--- config.mk ---
export PLATFORM = sky130hd
export DESIGN_NAME = profiling_query_ring_flat
export DESIGN_NICKNAME = d
export VERILOG_FILES = /design/src/hdl/pqr_pkg.sv /design/src/hdl/pqr_cmd_if.sv /design/src/hdl/pqr_res_if.sv /design/src/hdl/profiling_query_ring.sv /design/src/hdl/pqr_ctrl.sv /design/src/hdl/pqr_ring_mem.sv /design/src/hdl/pqr_stats.sv /design/src/flat_wrapper.sv
export VERILOG_INCLUDE_DIRS = /design/src /design/src/hdl
export SDC_FILE = /design/constraint.sdc
export NUM_CORES = 2
export LEC_CHECK = 0
export BUFFER_PORTS_ARGS = -buffer_cell sky130_fd_sc_hd__buf_4
export CAP_MARGIN = 5
export CORE_ASPECT_RATIO = 0.9
export CORE_MARGIN = 1
export CORE_UTILIZATION = 52
export CTS_CLUSTER_DIAMETER = 120
export DETAILED_ROUTE_END_ITERATION = 8
export GPL_TIMING_DRIVEN = 0
export PLACE_DENSITY_LB_ADDON = 0.2
export SYNTH_ARGS = -nofsm -noshare
export SYNTH_HDL_FRONTEND = slang
export SYNTH_HIERARCHICAL = 1
export SYNTH_SLANG_ARGS = --single-unit
--- constraint.sdc ---
create_clock -name clk -period 8.1 [get_ports clk]
set_clock_uncertainty 0.2 [all_clocks]
set_input_delay 0 -clock clk [delete_from_list [all_inputs] [get_ports clk]]
set_output_delay 0 -clock clk [all_outputs]
set_load 0.01 [all_outputs]
--- src/hdl/assert_macros.svh ---
// Assertion macros shared by the ring RTL.
// Expect clk and arst_n in the scope of each use.
`ifndef ASSERT_MACROS_SVH
`define ASSERT_MACROS_SVH

// Check a property on every rising edge, off while reset is asserted.
`define ASSERT_CLK(lbl, prop, msg) \
	lbl: assert property (@(posedge clk) disable iff (!arst_n) (prop)) else $error(msg);

// Check that a condition never holds.
`define ASSERT_NEVER(lbl, cond, msg) \
	lbl: assert property (@(posedge clk) disable iff (!arst_n) !(cond)) else $error(msg);

`endif

--- src/hdl/pqr_pkg.sv ---
// Shared types and constants of the profiling query ring.
// No dependencies; every other file but assert_macros.svh imports this package.
package pqr_pkg;

	localparam int RING_DEPTH = 64;
	localparam int IDX_W      = $clog2(RING_DEPTH);
	localparam int CNT_W      = $clog2(RING_DEPTH + 1);
	localparam int TAG_W      = 16;
	localparam int SAMPLE_W   = 32;
	localparam int NS_W       = 64;
	localparam int STAT_W     = 32;

	localparam logic [1:0] CMD_BEGIN = 2'd0;
	localparam logic [1:0] CMD_END   = 2'd1;
	localparam logic [1:0] CMD_POLL  = 2'd2;

	typedef struct packed {
		logic [1:0]          command;
		logic [TAG_W-1:0]    label_tag;
		logic                label_present;
		logic [SAMPLE_W-1:0] sample_number;
		logic                oldest_done;
		logic [NS_W-1:0]     elapsed_ns;
	} cmd_item_t;

	typedef struct packed {
		logic                retired_valid;
		logic [TAG_W-1:0]    retired_tag;
		logic [SAMPLE_W-1:0] retired_sample;
		logic [NS_W-1:0]     retired_ns;
		logic [CNT_W-1:0]    pending_entries;
		logic                interval_open;
		logic [STAT_W-1:0]   invalid_total;
		logic [STAT_W-1:0]   dropped_total;
		logic [STAT_W-1:0]   submitted_total;
		logic [STAT_W-1:0]   completed_total;
	} res_item_t;

	// Decisions of one command, carried from the control stage to the stats stage.
	typedef struct packed {
		logic             inc_invalid;
		logic             inc_dropped;
		logic             inc_submitted;
		logic             inc_completed;
		logic             tag_check;
		logic [TAG_W-1:0] check_tag;
		logic [NS_W-1:0]  elapsed_ns;
		logic [CNT_W-1:0] pending;
		logic             open;
	} stage_t;

endpackage

--- src/hdl/pqr_cmd_if.sv ---
// Command channel: valid/ready handshake with one command item as payload.
// Depends on pqr_pkg.
interface pqr_cmd_if import pqr_pkg::*; ();
	logic      valid;
	logic      ready;
	cmd_item_t payload;

	modport source(output valid, output payload, input ready);
	modport sink(input valid, input payload, output ready);
endinterface

--- src/hdl/pqr_res_if.sv ---
// Result channel: valid/ready handshake with one result item as payload.
// Depends on pqr_pkg.
interface pqr_res_if import pqr_pkg::*; ();
	logic      valid;
	logic      ready;
	res_item_t payload;

	modport source(output valid, output payload, input ready);
	modport sink(input valid, input payload, output ready);
endinterface

--- src/hdl/profiling_query_ring.sv ---
// Profiling query ring: pending timing intervals kept in a ring of RING_DEPTH slots.
// cmd_ch takes one command per beat: begin (open an interval, store tag and
// sample number at the tail), end (close and commit it) or poll (retire the
// oldest committed entry when the source reports it done). res_ch returns
// exactly one beat per command: the retired entry if any, the fill level, the
// open flag and the invalid, dropped, submitted and completed counters.
// The control registers and the ring read port form stage 1, counters and the
// result register stage 2. One command is taken per cycle while res_ch is not
// stalled; the update of head, fill count and open slot as each command is
// taken sets that rate.
// A stalled res_ch holds its beat; stage 1 keeps one more command, then
// cmd_ch.ready drops until the result is taken.
// Reset clears the pointers, open flag, drop marker and counters and sets
// timing_enabled; ring contents are left as they are and read only after a
// begin wrote them. Write cfg_wr_en/cfg_wr_data only while the block is idle.
// Depends on pqr_pkg, pqr_cmd_if, pqr_res_if, pqr_ctrl, pqr_ring_mem, pqr_stats.
`include "assert_macros.svh"

module profiling_query_ring import pqr_pkg::*; (
	input  logic      clk,
	input  logic      arst_n,
	input  logic      cfg_wr_en,
	input  logic      cfg_wr_data,
	pqr_cmd_if.sink   cmd_ch,
	pqr_res_if.source res_ch
);

	logic                timing_en_q;
	logic                s1_valid_q;
	logic                out_valid_q;
	logic                advance;
	logic                accept;
	logic                wr_en;
	logic [IDX_W-1:0]    wr_addr;
	logic [TAG_W-1:0]    wr_tag;
	logic [SAMPLE_W-1:0] wr_sample;
	logic [IDX_W-1:0]    end_addr;
	logic [IDX_W-1:0]    poll_addr;
	logic [TAG_W-1:0]    end_tag_s1;
	logic [TAG_W-1:0]    poll_tag_s1;
	logic [SAMPLE_W-1:0] poll_sample_s1;
	stage_t              stage_s1;
	res_item_t           result;

	assign advance      = !out_valid_q || res_ch.ready;
	assign cmd_ch.ready = !s1_valid_q || advance;
	assign accept       = cmd_ch.valid && cmd_ch.ready;
	assign res_ch.valid = out_valid_q;
	assign res_ch.payload = result;

	always_ff @(posedge clk or negedge arst_n) begin
		if (!arst_n) begin
			timing_en_q <= 1'b1;
		end else if (cfg_wr_en) begin
			timing_en_q <= cfg_wr_data;
		end
	end

	always_ff @(posedge clk or negedge arst_n) begin
		if (!arst_n) begin
			s1_valid_q  <= 1'b0;
			out_valid_q <= 1'b0;
		end else begin
			if (cmd_ch.ready) begin
				s1_valid_q <= cmd_ch.valid;
			end
			if (advance) begin
				out_valid_q <= s1_valid_q;
			end
		end
	end

	pqr_ctrl u_ctrl (
		.clk            (clk),
		.arst_n         (arst_n),
		.accept         (accept),
		.item           (cmd_ch.payload),
		.timing_enabled (timing_en_q),
		.wr_en          (wr_en),
		.wr_addr        (wr_addr),
		.wr_tag         (wr_tag),
		.wr_sample      (wr_sample),
		.end_addr       (end_addr),
		.poll_addr      (poll_addr),
		.stage_s1       (stage_s1)
	);

	pqr_ring_mem u_mem (
		.clk            (clk),
		.rd_en          (accept),
		.wr_en          (wr_en),
		.wr_addr        (wr_addr),
		.wr_tag         (wr_tag),
		.wr_sample      (wr_sample),
		.end_addr       (end_addr),
		.poll_addr      (poll_addr),
		.end_tag_s1     (end_tag_s1),
		.poll_tag_s1    (poll_tag_s1),
		.poll_sample_s1 (poll_sample_s1)
	);

	pqr_stats u_stats (
		.clk            (clk),
		.arst_n         (arst_n),
		.advance        (s1_valid_q && advance),
		.stage_s1       (stage_s1),
		.end_tag_s1     (end_tag_s1),
		.poll_tag_s1    (poll_tag_s1),
		.poll_sample_s1 (poll_sample_s1),
		.result         (result)
	);

	`ASSERT_CLK(a_s1_hold, s1_valid_q && !advance |=> s1_valid_q, "stage 1 beat lost while stalled")
	`ASSERT_CLK(a_completed_step, s1_valid_q && advance && stage_s1.inc_completed |=> result.completed_total == $past(result.completed_total) + 32'd1, "completed count did not advance on retire")
	`ASSERT_NEVER(a_retire_level, out_valid_q && result.retired_valid && result.pending_entries >= CNT_W'(RING_DEPTH), "ring still full after a retire")

endmodule

--- src/hdl/pqr_ctrl.sv ---
// Control stage of the ring: head, fill count, open interval and drop marker.
// Decides each command and registers the decision into stage 1. Uses pqr_pkg.
module pqr_ctrl import pqr_pkg::*; (
	input  logic                clk,
	input  logic                arst_n,
	input  logic                accept,
	input  cmd_item_t           item,
	input  logic                timing_enabled,
	output logic                wr_en,
	output logic [IDX_W-1:0]    wr_addr,
	output logic [TAG_W-1:0]    wr_tag,
	output logic [SAMPLE_W-1:0] wr_sample,
	output logic [IDX_W-1:0]    end_addr,
	output logic [IDX_W-1:0]    poll_addr,
	output stage_t              stage_s1
);

	localparam int SUM_W = CNT_W + 1;

	logic [IDX_W-1:0] oldest_q, oldest_d;
	logic [CNT_W-1:0] count_q, count_d;
	logic             open_q, open_d;
	logic             drop_q, drop_d;
	logic [IDX_W-1:0] slot_q, slot_d;
	logic [SUM_W-1:0] tail_sum;
	logic [IDX_W-1:0] tail_slot;
	stage_t           stage_d;

	// Tail slot: oldest + count stays below twice the depth, so one subtract wraps it.
	always_comb begin
		tail_sum = SUM_W'(oldest_q) + SUM_W'(count_q);
		if (tail_sum >= SUM_W'(RING_DEPTH)) begin
			tail_slot = IDX_W'(tail_sum - SUM_W'(RING_DEPTH));
		end else begin
			tail_slot = IDX_W'(tail_sum);
		end
	end

	always_comb begin
		oldest_d = oldest_q;
		count_d  = count_q;
		open_d   = open_q;
		drop_d   = drop_q;
		slot_d   = slot_q;
		wr_en    = 1'b0;
		stage_d  = '0;
		case (item.command)
			CMD_BEGIN: begin
				if (timing_enabled) begin
					if (open_q || !item.label_present) begin
						stage_d.inc_invalid = 1'b1;
					end else if (count_q >= CNT_W'(RING_DEPTH)) begin
						// Arm the marker so the matching end is swallowed.
						stage_d.inc_dropped = 1'b1;
						open_d = 1'b1;
						drop_d = 1'b1;
					end else begin
						wr_en  = 1'b1;
						slot_d = tail_slot;
						open_d = 1'b1;
						drop_d = 1'b0;
					end
				end
			end
			CMD_END: begin
				if (!open_q) begin
					stage_d.inc_invalid = timing_enabled;
				end else if (drop_q) begin
					open_d = 1'b0;
					drop_d = 1'b0;
				end else begin
					stage_d.tag_check     = item.label_present;
					stage_d.inc_submitted = 1'b1;
					open_d  = 1'b0;
					count_d = count_q + CNT_W'(1);
				end
			end
			CMD_POLL: begin
				if (count_q != '0 && item.oldest_done) begin
					stage_d.inc_completed = 1'b1;
					count_d = count_q - CNT_W'(1);
					if (oldest_q == IDX_W'(RING_DEPTH - 1)) begin
						oldest_d = '0;
					end else begin
						oldest_d = oldest_q + IDX_W'(1);
					end
				end
			end
			default: begin
			end
		endcase
		stage_d.check_tag  = item.label_tag;
		stage_d.elapsed_ns = item.elapsed_ns;
		stage_d.pending    = count_d;
		stage_d.open       = open_d;
		wr_en = wr_en & accept;
	end

	assign wr_addr   = tail_slot;
	assign wr_tag    = item.label_tag;
	assign wr_sample = item.sample_number;
	assign end_addr  = slot_q;
	assign poll_addr = oldest_q;

	always_ff @(posedge clk or negedge arst_n) begin
		if (!arst_n) begin
			oldest_q <= '0;
			count_q  <= '0;
			open_q   <= 1'b0;
			drop_q   <= 1'b0;
			slot_q   <= '0;
		end else if (accept) begin
			oldest_q <= oldest_d;
			count_q  <= count_d;
			open_q   <= open_d;
			drop_q   <= drop_d;
			slot_q   <= slot_d;
		end
	end

	always_ff @(posedge clk) begin
		if (accept) begin
			stage_s1 <= stage_d;
		end
	end

endmodule

--- src/hdl/pqr_ring_mem.sv ---
// Ring storage: tag and sample number of each slot, one write port,
// registered reads at the open slot and at the oldest slot. Uses pqr_pkg.
module pqr_ring_mem import pqr_pkg::*; (
	input  logic                clk,
	input  logic                rd_en,
	input  logic                wr_en,
	input  logic [IDX_W-1:0]    wr_addr,
	input  logic [TAG_W-1:0]    wr_tag,
	input  logic [SAMPLE_W-1:0] wr_sample,
	input  logic [IDX_W-1:0]    end_addr,
	input  logic [IDX_W-1:0]    poll_addr,
	output logic [TAG_W-1:0]    end_tag_s1,
	output logic [TAG_W-1:0]    poll_tag_s1,
	output logic [SAMPLE_W-1:0] poll_sample_s1
);

	logic [TAG_W-1:0]    tag_mem    [RING_DEPTH];
	logic [SAMPLE_W-1:0] sample_mem [RING_DEPTH];

	always_ff @(posedge clk) begin
		if (wr_en) begin
			tag_mem[wr_addr]    <= wr_tag;
			sample_mem[wr_addr] <= wr_sample;
		end
	end

	// Hold read data while stage 1 is stalled.
	always_ff @(posedge clk) begin
		if (rd_en) begin
			end_tag_s1     <= tag_mem[end_addr];
			poll_tag_s1    <= tag_mem[poll_addr];
			poll_sample_s1 <= sample_mem[poll_addr];
		end
	end

endmodule

--- src/hdl/pqr_stats.sv ---
// Stats stage: tag compare, the four wrapping counters and the result register.
// Uses pqr_pkg.
module pqr_stats import pqr_pkg::*; (
	input  logic                clk,
	input  logic                arst_n,
	input  logic                advance,
	input  stage_t              stage_s1,
	input  logic [TAG_W-1:0]    end_tag_s1,
	input  logic [TAG_W-1:0]    poll_tag_s1,
	input  logic [SAMPLE_W-1:0] poll_sample_s1,
	output res_item_t           result
);

	logic [STAT_W-1:0]   invalid_q, dropped_q, submitted_q, completed_q;
	logic                ret_valid_s2;
	logic [TAG_W-1:0]    ret_tag_s2;
	logic [SAMPLE_W-1:0] ret_sample_s2;
	logic [NS_W-1:0]     ret_ns_s2;
	logic [CNT_W-1:0]    pending_s2;
	logic                open_s2;
	logic                mismatch;

	assign mismatch = stage_s1.tag_check && (end_tag_s1 != stage_s1.check_tag);

	always_ff @(posedge clk or negedge arst_n) begin
		if (!arst_n) begin
			invalid_q   <= '0;
			dropped_q   <= '0;
			submitted_q <= '0;
			completed_q <= '0;
		end else if (advance) begin
			invalid_q   <= invalid_q + STAT_W'(stage_s1.inc_invalid | mismatch);
			dropped_q   <= dropped_q + STAT_W'(stage_s1.inc_dropped);
			submitted_q <= submitted_q + STAT_W'(stage_s1.inc_submitted);
			completed_q <= completed_q + STAT_W'(stage_s1.inc_completed);
		end
	end

	// Zero the retired fields unless a poll retired an entry.
	always_ff @(posedge clk) begin
		if (advance) begin
			ret_valid_s2  <= stage_s1.inc_completed;
			ret_tag_s2    <= stage_s1.inc_completed ? poll_tag_s1 : '0;
			ret_sample_s2 <= stage_s1.inc_completed ? poll_sample_s1 : '0;
			ret_ns_s2     <= stage_s1.inc_completed ? stage_s1.elapsed_ns : '0;
			pending_s2    <= stage_s1.pending;
			open_s2       <= stage_s1.open;
		end
	end

	always_comb begin
		result.retired_valid   = ret_valid_s2;
		result.retired_tag     = ret_tag_s2;
		result.retired_sample  = ret_sample_s2;
		result.retired_ns      = ret_ns_s2;
		result.pending_entries = pending_s2;
		result.interval_open   = open_s2;
		result.invalid_total   = invalid_q;
		result.dropped_total   = dropped_q;
		result.submitted_total = submitted_q;
		result.completed_total = completed_q;
	end

endmodule
--- src/flat_wrapper.sv ---
// flat-port wrapper written by rule: the top's interface ports become plain ports
module profiling_query_ring_flat import pqr_pkg::*;
  (clk, arst_n, cfg_wr_en, cfg_wr_data, cmd_ch_valid, cmd_ch_payload, cmd_ch_ready, res_ch_valid, res_ch_payload, res_ch_ready);
  pqr_cmd_if cmd_ch_i ();
  pqr_res_if res_ch_i ();
  input  logic clk;
  input  logic arst_n;
  input  logic cfg_wr_en;
  input  logic cfg_wr_data;
  input wire logic [$bits(cmd_ch_i.valid)-1:0] cmd_ch_valid;
  input wire logic [$bits(cmd_ch_i.payload)-1:0] cmd_ch_payload;
  output wire logic [$bits(cmd_ch_i.ready)-1:0] cmd_ch_ready;
  output wire logic [$bits(res_ch_i.valid)-1:0] res_ch_valid;
  output wire logic [$bits(res_ch_i.payload)-1:0] res_ch_payload;
  input wire logic [$bits(res_ch_i.ready)-1:0] res_ch_ready;
  assign cmd_ch_i.valid = cmd_ch_valid;
  assign cmd_ch_i.payload = cmd_ch_payload;
  assign cmd_ch_ready = cmd_ch_i.ready;
  assign res_ch_valid = res_ch_i.valid;
  assign res_ch_payload = res_ch_i.payload;
  assign res_ch_i.ready = res_ch_ready;
  profiling_query_ring u_core (.clk(clk), .arst_n(arst_n), .cfg_wr_en(cfg_wr_en), .cfg_wr_data(cfg_wr_data), .cmd_ch(cmd_ch_i), .res_ch(res_ch_i));
endmodule
After elaboration in Yosys (flattened, before gate mapping)
Memories as Yosys holds them, arrays and structs flattened. A register that Yosys moved wholly into a read port is not among the register bits. Cells that the tools add are included.

Register bits: 366. Bits in writable memories: 3072. Input bits: 122. Output and inout bits: 251. Logic and storage cells: 101. Memories: 2.

Memory list: u_core.u_mem.sample_mem (depth 64, bits a word 32, read ports 1, clocked after memory_dff 1, wr ports 1, RTL line pqr_ring_mem.sv:18) `logic [SAMPLE_W-1:0] sample_mem [RING_DEPTH];`; u_core.u_mem.tag_mem (depth 64, bits a word 16, read ports 2, clocked after memory_dff 2, wr ports 1, RTL line pqr_ring_mem.sv:17) `logic [TAG_W-1:0] tag_mem [RING_DEPTH];`.

Add/sub/neg operators: 9. $lt $le $gt $ge: 2. Equal/unequal tests: 7. Multiplexer cells: 27. Bitwise gates (word level): 8. Reductions and logical operators: 19.

Operators with widths (number): $add 32x1->32 (4); $mux 7 (3); $mux 1 (17); $ne 16x16->1 (1); $pmux 7 s2 (1); $mux 6 (2); $reduce_and 5->1 (2); $add 6x7->8 (1); $ge 8x7->1 const B (1); $add 7x1->7 const B (1); $ge 7x7->1 const B (1); $reduce_bool 7->1 (1); $sub 7x1->7 const B (1); $add 6x1->6 const B (1); $eq 6x6->1 const B (1); $not 1->1 (6); $pmux 1 s2 (3); $reduce_or 3->1 (2); $sub 6x1->6 const B (1); $logic_and 1x1->1 (4); $ne 2x2->1 const B (2); $logic_not 1->1 (3); $logic_or 1x1->1 (3); $reduce_and 3->1 (1); 9 further kinds (9).

Longest topological paths before layout
Depth in word-level cells: 8. Depth in mapped cells: 11.

Cells and area by module
The synthesis kept the hierarchy.

Modules (own cells, without submodules): pqr_ring_mem (times used 1, cells an instance 5995, area each 127197.0 um^2, seq. area each 94170.3 um^2); pqr_stats (times used 1, cells an instance 764, area each 10331.2 um^2, seq. area each 6836.6 um^2); pqr_ctrl (times used 1, cells an instance 326, area each 4875.9 um^2, seq. area each 3318.2 um^2); profiling_query_ring (times used 1, cells an instance 10, area each 141.4 um^2, seq. area each 76.3 um^2).

Least setup slack after synthesis
OpenSTA, ideal clock, no wires.

Path type: reg-to-reg. Start point: register u_core.out_valid_q, in the netlist u_core/res_ch.valid. End point: memory u_core.u_mem.sample_mem[29][0], enable pin. Library setup time: 0.454 ns. Arrival: 5.253 ns. Data required time: 7.446 ns. Path slack: 2.193 ns. Stages on the path, launching flop included: 9. Clock period less this slack: 5.907 ns. Cells stage by stage: dfrtp_1 nand3b_4 and2_4 inv_1 or4_1 clkinv_1 nor2b_1 nand3_1 nor2_1.

Cells in the longest elaborated chain, start to end: 7.

RTL lines: from (decl) (RTL line profiling_query_ring.sv:30) `logic out_valid_q;`; from (signal assigned) (RTL line profiling_query_ring.sv:68) `out_valid_q <= s1_valid_q;`; $logic_not 1->1 (RTL line profiling_query_ring.sv:45) `assign advance = !out_valid_q || res_ch.ready;`; $logic_or 1x1->1 (RTL line profiling_query_ring.sv:45); $logic_or 1x1->1 (RTL line profiling_query_ring.sv:46) `assign cmd_ch.ready = !s1_valid_q || advance;`; net cmd_ch_ready (RTL line flat_wrapper.sv:12) `output wire logic [$bits(cmd_ch_i.ready)-1:0] cmd_ch_ready;`; $logic_and 1x1->1 (RTL line profiling_query_ring.sv:47) `assign accept = cmd_ch.valid && cmd_ch.ready;`; net u_core.accept (RTL line profiling_query_ring.sv:32) `logic accept;`; $and 1x1->1 (RTL line pqr_ctrl.sv:96) `wr_en = wr_en & accept;`; net u_core.wr_en (RTL line profiling_query_ring.sv:33) `logic wr_en;`; $mux 1 (RTL line pqr_ring_mem.sv:21) `if (wr_en) begin`; $mux 1 (not written as such) (RTL line pqr_ring_mem.sv:23) `sample_mem[wr_addr] <= wr_sample;`; to (decl) (RTL line pqr_ring_mem.sv:18).

The timed path passes the listed nets, and every way through them passes these cells.

Final worst setup path
Start point: register u_core.s1_valid_q. End point: memory u_core.u_mem.sample_mem[29][15], enable pin.

Cells in the longest elaborated chain, start to end: 6.

RTL lines: from (decl) (RTL line profiling_query_ring.sv:29) `logic s1_valid_q;`; from (signal assigned) (RTL line profiling_query_ring.sv:65) `s1_valid_q <= cmd_ch.valid;`; $logic_not 1->1 (RTL line profiling_query_ring.sv:46); $logic_or 1x1->1 (RTL line profiling_query_ring.sv:46); $logic_and 1x1->1 (RTL line profiling_query_ring.sv:47); net u_core.accept (RTL line profiling_query_ring.sv:32); $and 1x1->1 (RTL line pqr_ctrl.sv:96); net u_core.wr_en (RTL line profiling_query_ring.sv:33); $mux 1 (RTL line pqr_ring_mem.sv:21); $mux 1 (not written as such) (RTL line pqr_ring_mem.sv:23).

The timed path passes the listed nets, and every way through them passes these cells.

==> summary.txt <==
Floorplan
  – IO Pins: approximately 370
  – Die Ht: about 500 um
  – Chip width: 554 um
  – Number of core rows: about 180
  – Core area: between 200000 and 300000 um^2
  – Initial core utilization: a little over half
  – Die ar.: between 200000 and 300000 um^2

Clock tree
  – Maximum clock insertion buffer count: 4
  – Clk slew on worst S/H paths: approximately 0.060 ns
  – Worst-Skew Late Latency: between 0.9 and 1 ns
  – Post-CTS setup buffer count: 0
  – Root Driver: clkbuf_16
  – TritonCTS clock tree: yes
  – Max H-tree Level: 5
  – Clock sink count: 3502
  – Total CTS buffers: around 360
  – Post-CTS Hold Fix Bufs: approximately 210
  – CTS resizes: 0

Placement
  – Pre-CTS WS: roughly 2.0 ns
  – RePlAce Congestion: roughly 1
  – Post-DP HPWL: around 340000 um
  – PortBufs: between 300 and 400
  – Post-Place Cell Area: 154000 um^2

Critical path
  – R2R Setup Slk: 1.82 ns
  – Startpoint Class: flip-flop
  – CP peak stage delay: between 1 and 1.5 ns
  – Critical R2R Capture: u_core/u_mem/sample_mem[29][15]$_DFFE_PP_
  – Critical path peak fanout: 60
  – Slowest stage cell, crit path: nor2_4
  – Critical Setup Path Class: flip-flop to flip-flop
  – CP Capture Type: flip-flop
  – R2r worst-path depth: 12
  – Critical Path RT: between 8 and 9 ns
  – CP top delay family: simple AND/OR/NAND/NOR gates
  – Buf+Inv Stages, Crit Path: 6
  – CP Data Arrival Time: 6.64 ns
  – Worst r2r src: u_core/s1_valid_q$_DFFE_PN0P_
  – Critical path cell sequence: nand3b_4 -> and2_4 -> buf_16 -> buf_16 -> inv_1 -> or4_1 -> clkinv_1 -> nor2b_1 -> nand3_1 -> nor2_4 -> buf_12 -> buf_12

Layout
  – Final #Nets: ~8300
  – Commonest non-fill, non-tap cell in the layout: edfxtp_1
  – Layout cells sized above 1: 27.5%
  – Syn-to-layout area delta: 17.7%
  – Finished layout cell area: roughly 170000 um^2
  – Most frequent cells in the layout: edfxtp_1, mux4_2, buf_4

Timing
  – Setup WS post-layout: 1.82 ns
  – RSZ-0062 raised after global routing: false
  – Setup violators final: 0
  – Tcrit/Tclk final: just under 80%
  – F_max: approximately 0.16 GHz
  – Slew Limit Headroom: -11.4%
  – Crit path time final: 6.28 ns
  – Final Hold Viols: 0
  – Pins Over Slew Limit: around 70
  – Worst slew pin tran: approximately 1.7 ns

Global route
  – Initial antenna violation count: 39
  – Pin count of the biggest net entering global routing: 98
  – Grt ovf: 0
  – GRT Total Usage: 36.6%
  – Global-route wire length before repair: 682000 um
  – Vias in the first global route: 81900

Worst hold path
  – WHS Endpoint: u_core/u_mem/sample_mem[8][7]$_DFFE_PP_
  – Worst hold start: cmd_ch_payload[72]
  – Hold Path Stages: 2
  – Worst hold path class: input pin to flip-flop

Synthesis
  – #FFs+latches synth: 3502
  – Post-synth cell types: 86
  – Async set-reset flop share out of synthesis: 4.34%
  – Synth Instances: 7095
  – Sequential element share of the synthesized area: around three quarters
  – Synth warn: 6
  – Adder-Cell Fraction of Synth Area: less than 1%
  – Post-Synth Simple-Gate Area: 3.10%
  – Post-synth top flop: edfxtp_1
  – Largest family of logic cells by synthesized area: multiplexers
  – Synth Area in Compound Gates: between 3 and 4%
  – Synth Area per Inst: between 20 and 25 um^2
  – XOR/XNOR Fraction of Synth Area: less than 1%
  – Post-synth EDFFs: roughly 3400
  – Mux share of post-synthesis cell area: ~17%
  – Cell Area, Synth: between 100000 and 150000 um^2
  – Post-Syn Nets: about 7200

Route
  – # DRC: 0
  – Antenna Nets Post-Route: 0
  – Drt first-iter violations: roughly 17000
  – Wire per inst: around 42 um
  – DRT Pass-1 Iters: 8
  – Vias: about 87000
  – Total wire length: 510000 um
  – Vias per cell: ~7.2

Flow run
  – # Max-Cap Violations: 11

Power and ir drop
  – Leak: approximately 54 nW
  – Max IR drop VDD: roughly 0.2 mV
  – Pwr Total: between 50 and 60 mW
  – Cell Pwr Density: 304 nW/um^2

Status
  – Status: complete, but fails checks
  – Failing checks: max-capacitance violations, max-slew violations
-- final cells by class --
| class | count | area [um^2] |
|---|---|---|
| antenna | 23 | 57.6 |
| sequential | 3502 | 104000 |
| tap | 3568 | 4460 |
| fill | 18700 | 104000 |
| timing repair buffer | 745 | 8870 |
| multi-input combinational | 3092 | 36000 |
| clock inverter | 186 | 1820 |
| inverter | 24 | 90.1 |
| buffer | 477 | 2570 |
| clock buffer | 449 | 9440 |
-- flip-flops by register name, indices dropped and copies added, names as in the netlist --
register	count
u_core/u_mem/sample_mem	2048
u_core/u_mem/tag_mem	1024
u_core/u_ctrl/stage_s1	93
u_core/u_stats/ret_ns_s2	64
u_core/u_mem/poll_sample_s1	32
u_core/u_stats/completed_q	32
u_core/u_stats/dropped_q	32
u_core/u_stats/invalid_q	32
u_core/u_stats/ret_sample_s2	32
u_core/u_stats/submitted_q	32
u_core/u_mem/end_tag_s1	16
u_core/u_mem/poll_tag_s1	16
u_core/u_stats/ret_tag_s2	16
u_core/u_ctrl/count_q	7
u_core/u_stats/pending_s2	7
u_core/u_ctrl/end_addr	6
u_core/u_ctrl/poll_addr	6
u_core/res_ch.valid	1
u_core/s1_valid_q	1
u_core/timing_en_q	1
u_core/u_ctrl/drop_q	1
u_core/u_ctrl/open_q	1
u_core/u_stats/open_s2	1
u_core/u_stats/ret_valid_s2	1
-- cell families (layout without fill, tap and decap cells) --
| kind of cell | count (synthesis) | count (layout) |
|---|---|---|
| buf+inv | 501 | 1881 |
| fa+ha+maj | 20 | 20 |
| other cells | 0 | 23 |
| compound gates | 723 | 723 |
| mux | 1354 | 1354 |
| simple gates | 851 | 851 |
| xor+xnor | 144 | 144 |
| flops | 3502 | 3502 |
-- worst register-to-register path, cell delays in order, from the launching register on --
cell and delay (ns):
dfrtp_1 0.42, nand3b_4 0.11, and2_4 0.52, buf_16 0.33, buf_16 0.33, inv_1 0.23
or4_1 0.65, clkinv_1 0.34, nor2b_1 0.34, nand3_1 0.75, nor2_4 1.15, buf_12 0.32
buf_12 0.25
-- synthesized netlist by cell type, types with 6 or more instances --
| library cell | count | area, um^2 |
|---|---|---|
| a211oi_1 | 29 | 218 |
| a21oi_1 | 91 | 455 |
| a221oi_1 | 92 | 806 |
| a22oi_1 | 137 | 1030 |
| a311oi_1 | 6 | 52.6 |
| a31oi_1 | 36 | 225 |
| and2_1 | 125 | 782 |
| and3_1 | 36 | 225 |
| and4_1 | 7 | 61.3 |
| buf_1 | 34 | 128 |
| buf_2 | 152 | 761 |
| buf_4 | 109 | 818 |
| buf_6 | 20 | 225 |
| clkbuf_1 | 161 | 604 |
| dfrtp_1 | 151 | 3780 |
| edfxtp_1 | 3350 | 101000 |
| ha_1 | 19 | 238 |
| inv_1 | 22 | 82.6 |
| mux2_2 | 48 | 541 |
| mux2i_1 | 437 | 4370 |
| mux4_2 | 869 | 19600 |
| nand2_1 | 236 | 886 |
| nand2b_1 | 37 | 231 |
| nand3_1 | 63 | 315 |
| nand3b_1 | 6 | 45.0 |
| nand4_1 | 44 | 275 |
| nor2_1 | 147 | 552 |
| nor2b_1 | 33 | 206 |
| nor3_1 | 31 | 155 |
| nor4_1 | 27 | 169 |
| nor4_2 | 8 | 100 |
| o2111ai_1 | 7 | 61.3 |
| o211a_1 | 6 | 60.1 |
| o21a_1 | 13 | 97.6 |
| o21ai_0 | 109 | 546 |
| o221ai_1 | 78 | 683 |
| o22ai_1 | 79 | 494 |
| or3_1 | 17 | 106 |
| xnor2_1 | 88 | 771 |
| xor2_1 | 56 | 490 |
-- stage by stage --
step	TNS [ns]	utilization, %	instances	hold WS (ns)
global placement	-8495.60	55.1	11000	-0.0207
finish	0	61.8	12100	0.0271
global route	0	61.8	12000	0.0457
floorplan	0	-	7095	-0.496
CTS	0	61.8	12000	0.000147
detailed placement	0	56.8	11200	-0.174
-- worst max-delay path by stage --
stage                                          from                                         to  slack, ns  cells past startpoint
finish                u_core/s1_valid_q$_DFFE_PN0P_  u_core/u_mem/sample_mem[29][15]$_DFFE_PP_       1.82                     12
global placement    u_core/res_ch.valid$_DFFE_PN0P_  u_core/u_mem/sample_mem[25][19]$_DFFE_PP_      -3.29                      8
CTS                   u_core/s1_valid_q$_DFFE_PN0P_   u_core/u_mem/sample_mem[29][7]$_DFFE_PP_       1.93                     12
floorplan           u_core/res_ch.valid$_DFFE_PN0P_   u_core/u_mem/sample_mem[29][0]$_DFFE_PP_       2.19                      8
global route          u_core/s1_valid_q$_DFFE_PN0P_  u_core/u_mem/sample_mem[21][17]$_DFFE_PP_       1.74                     12
detailed placement    u_core/s1_valid_q$_DFFE_PN0P_   u_core/u_mem/sample_mem[29][6]$_DFFE_PP_       1.98                     12
-- power by group --
part	internal (mW)	leakage [nW]	switching [mW]	total (mW)
clock	9.25	5.49	6.94	16.2
combinational	5.32	16.1	9.03	14.3
sequential	20.2	32.4	0.188	20.4
-- per-layer routing --
layer,part of all wire (%),GRT usage [%]
met1,34,47.7
met3,17,16.7
met4,6.7,19.7
met2,42,51.0
met5,0.19,0.884
No activity file was read; power rests on OpenSTA's default activity.
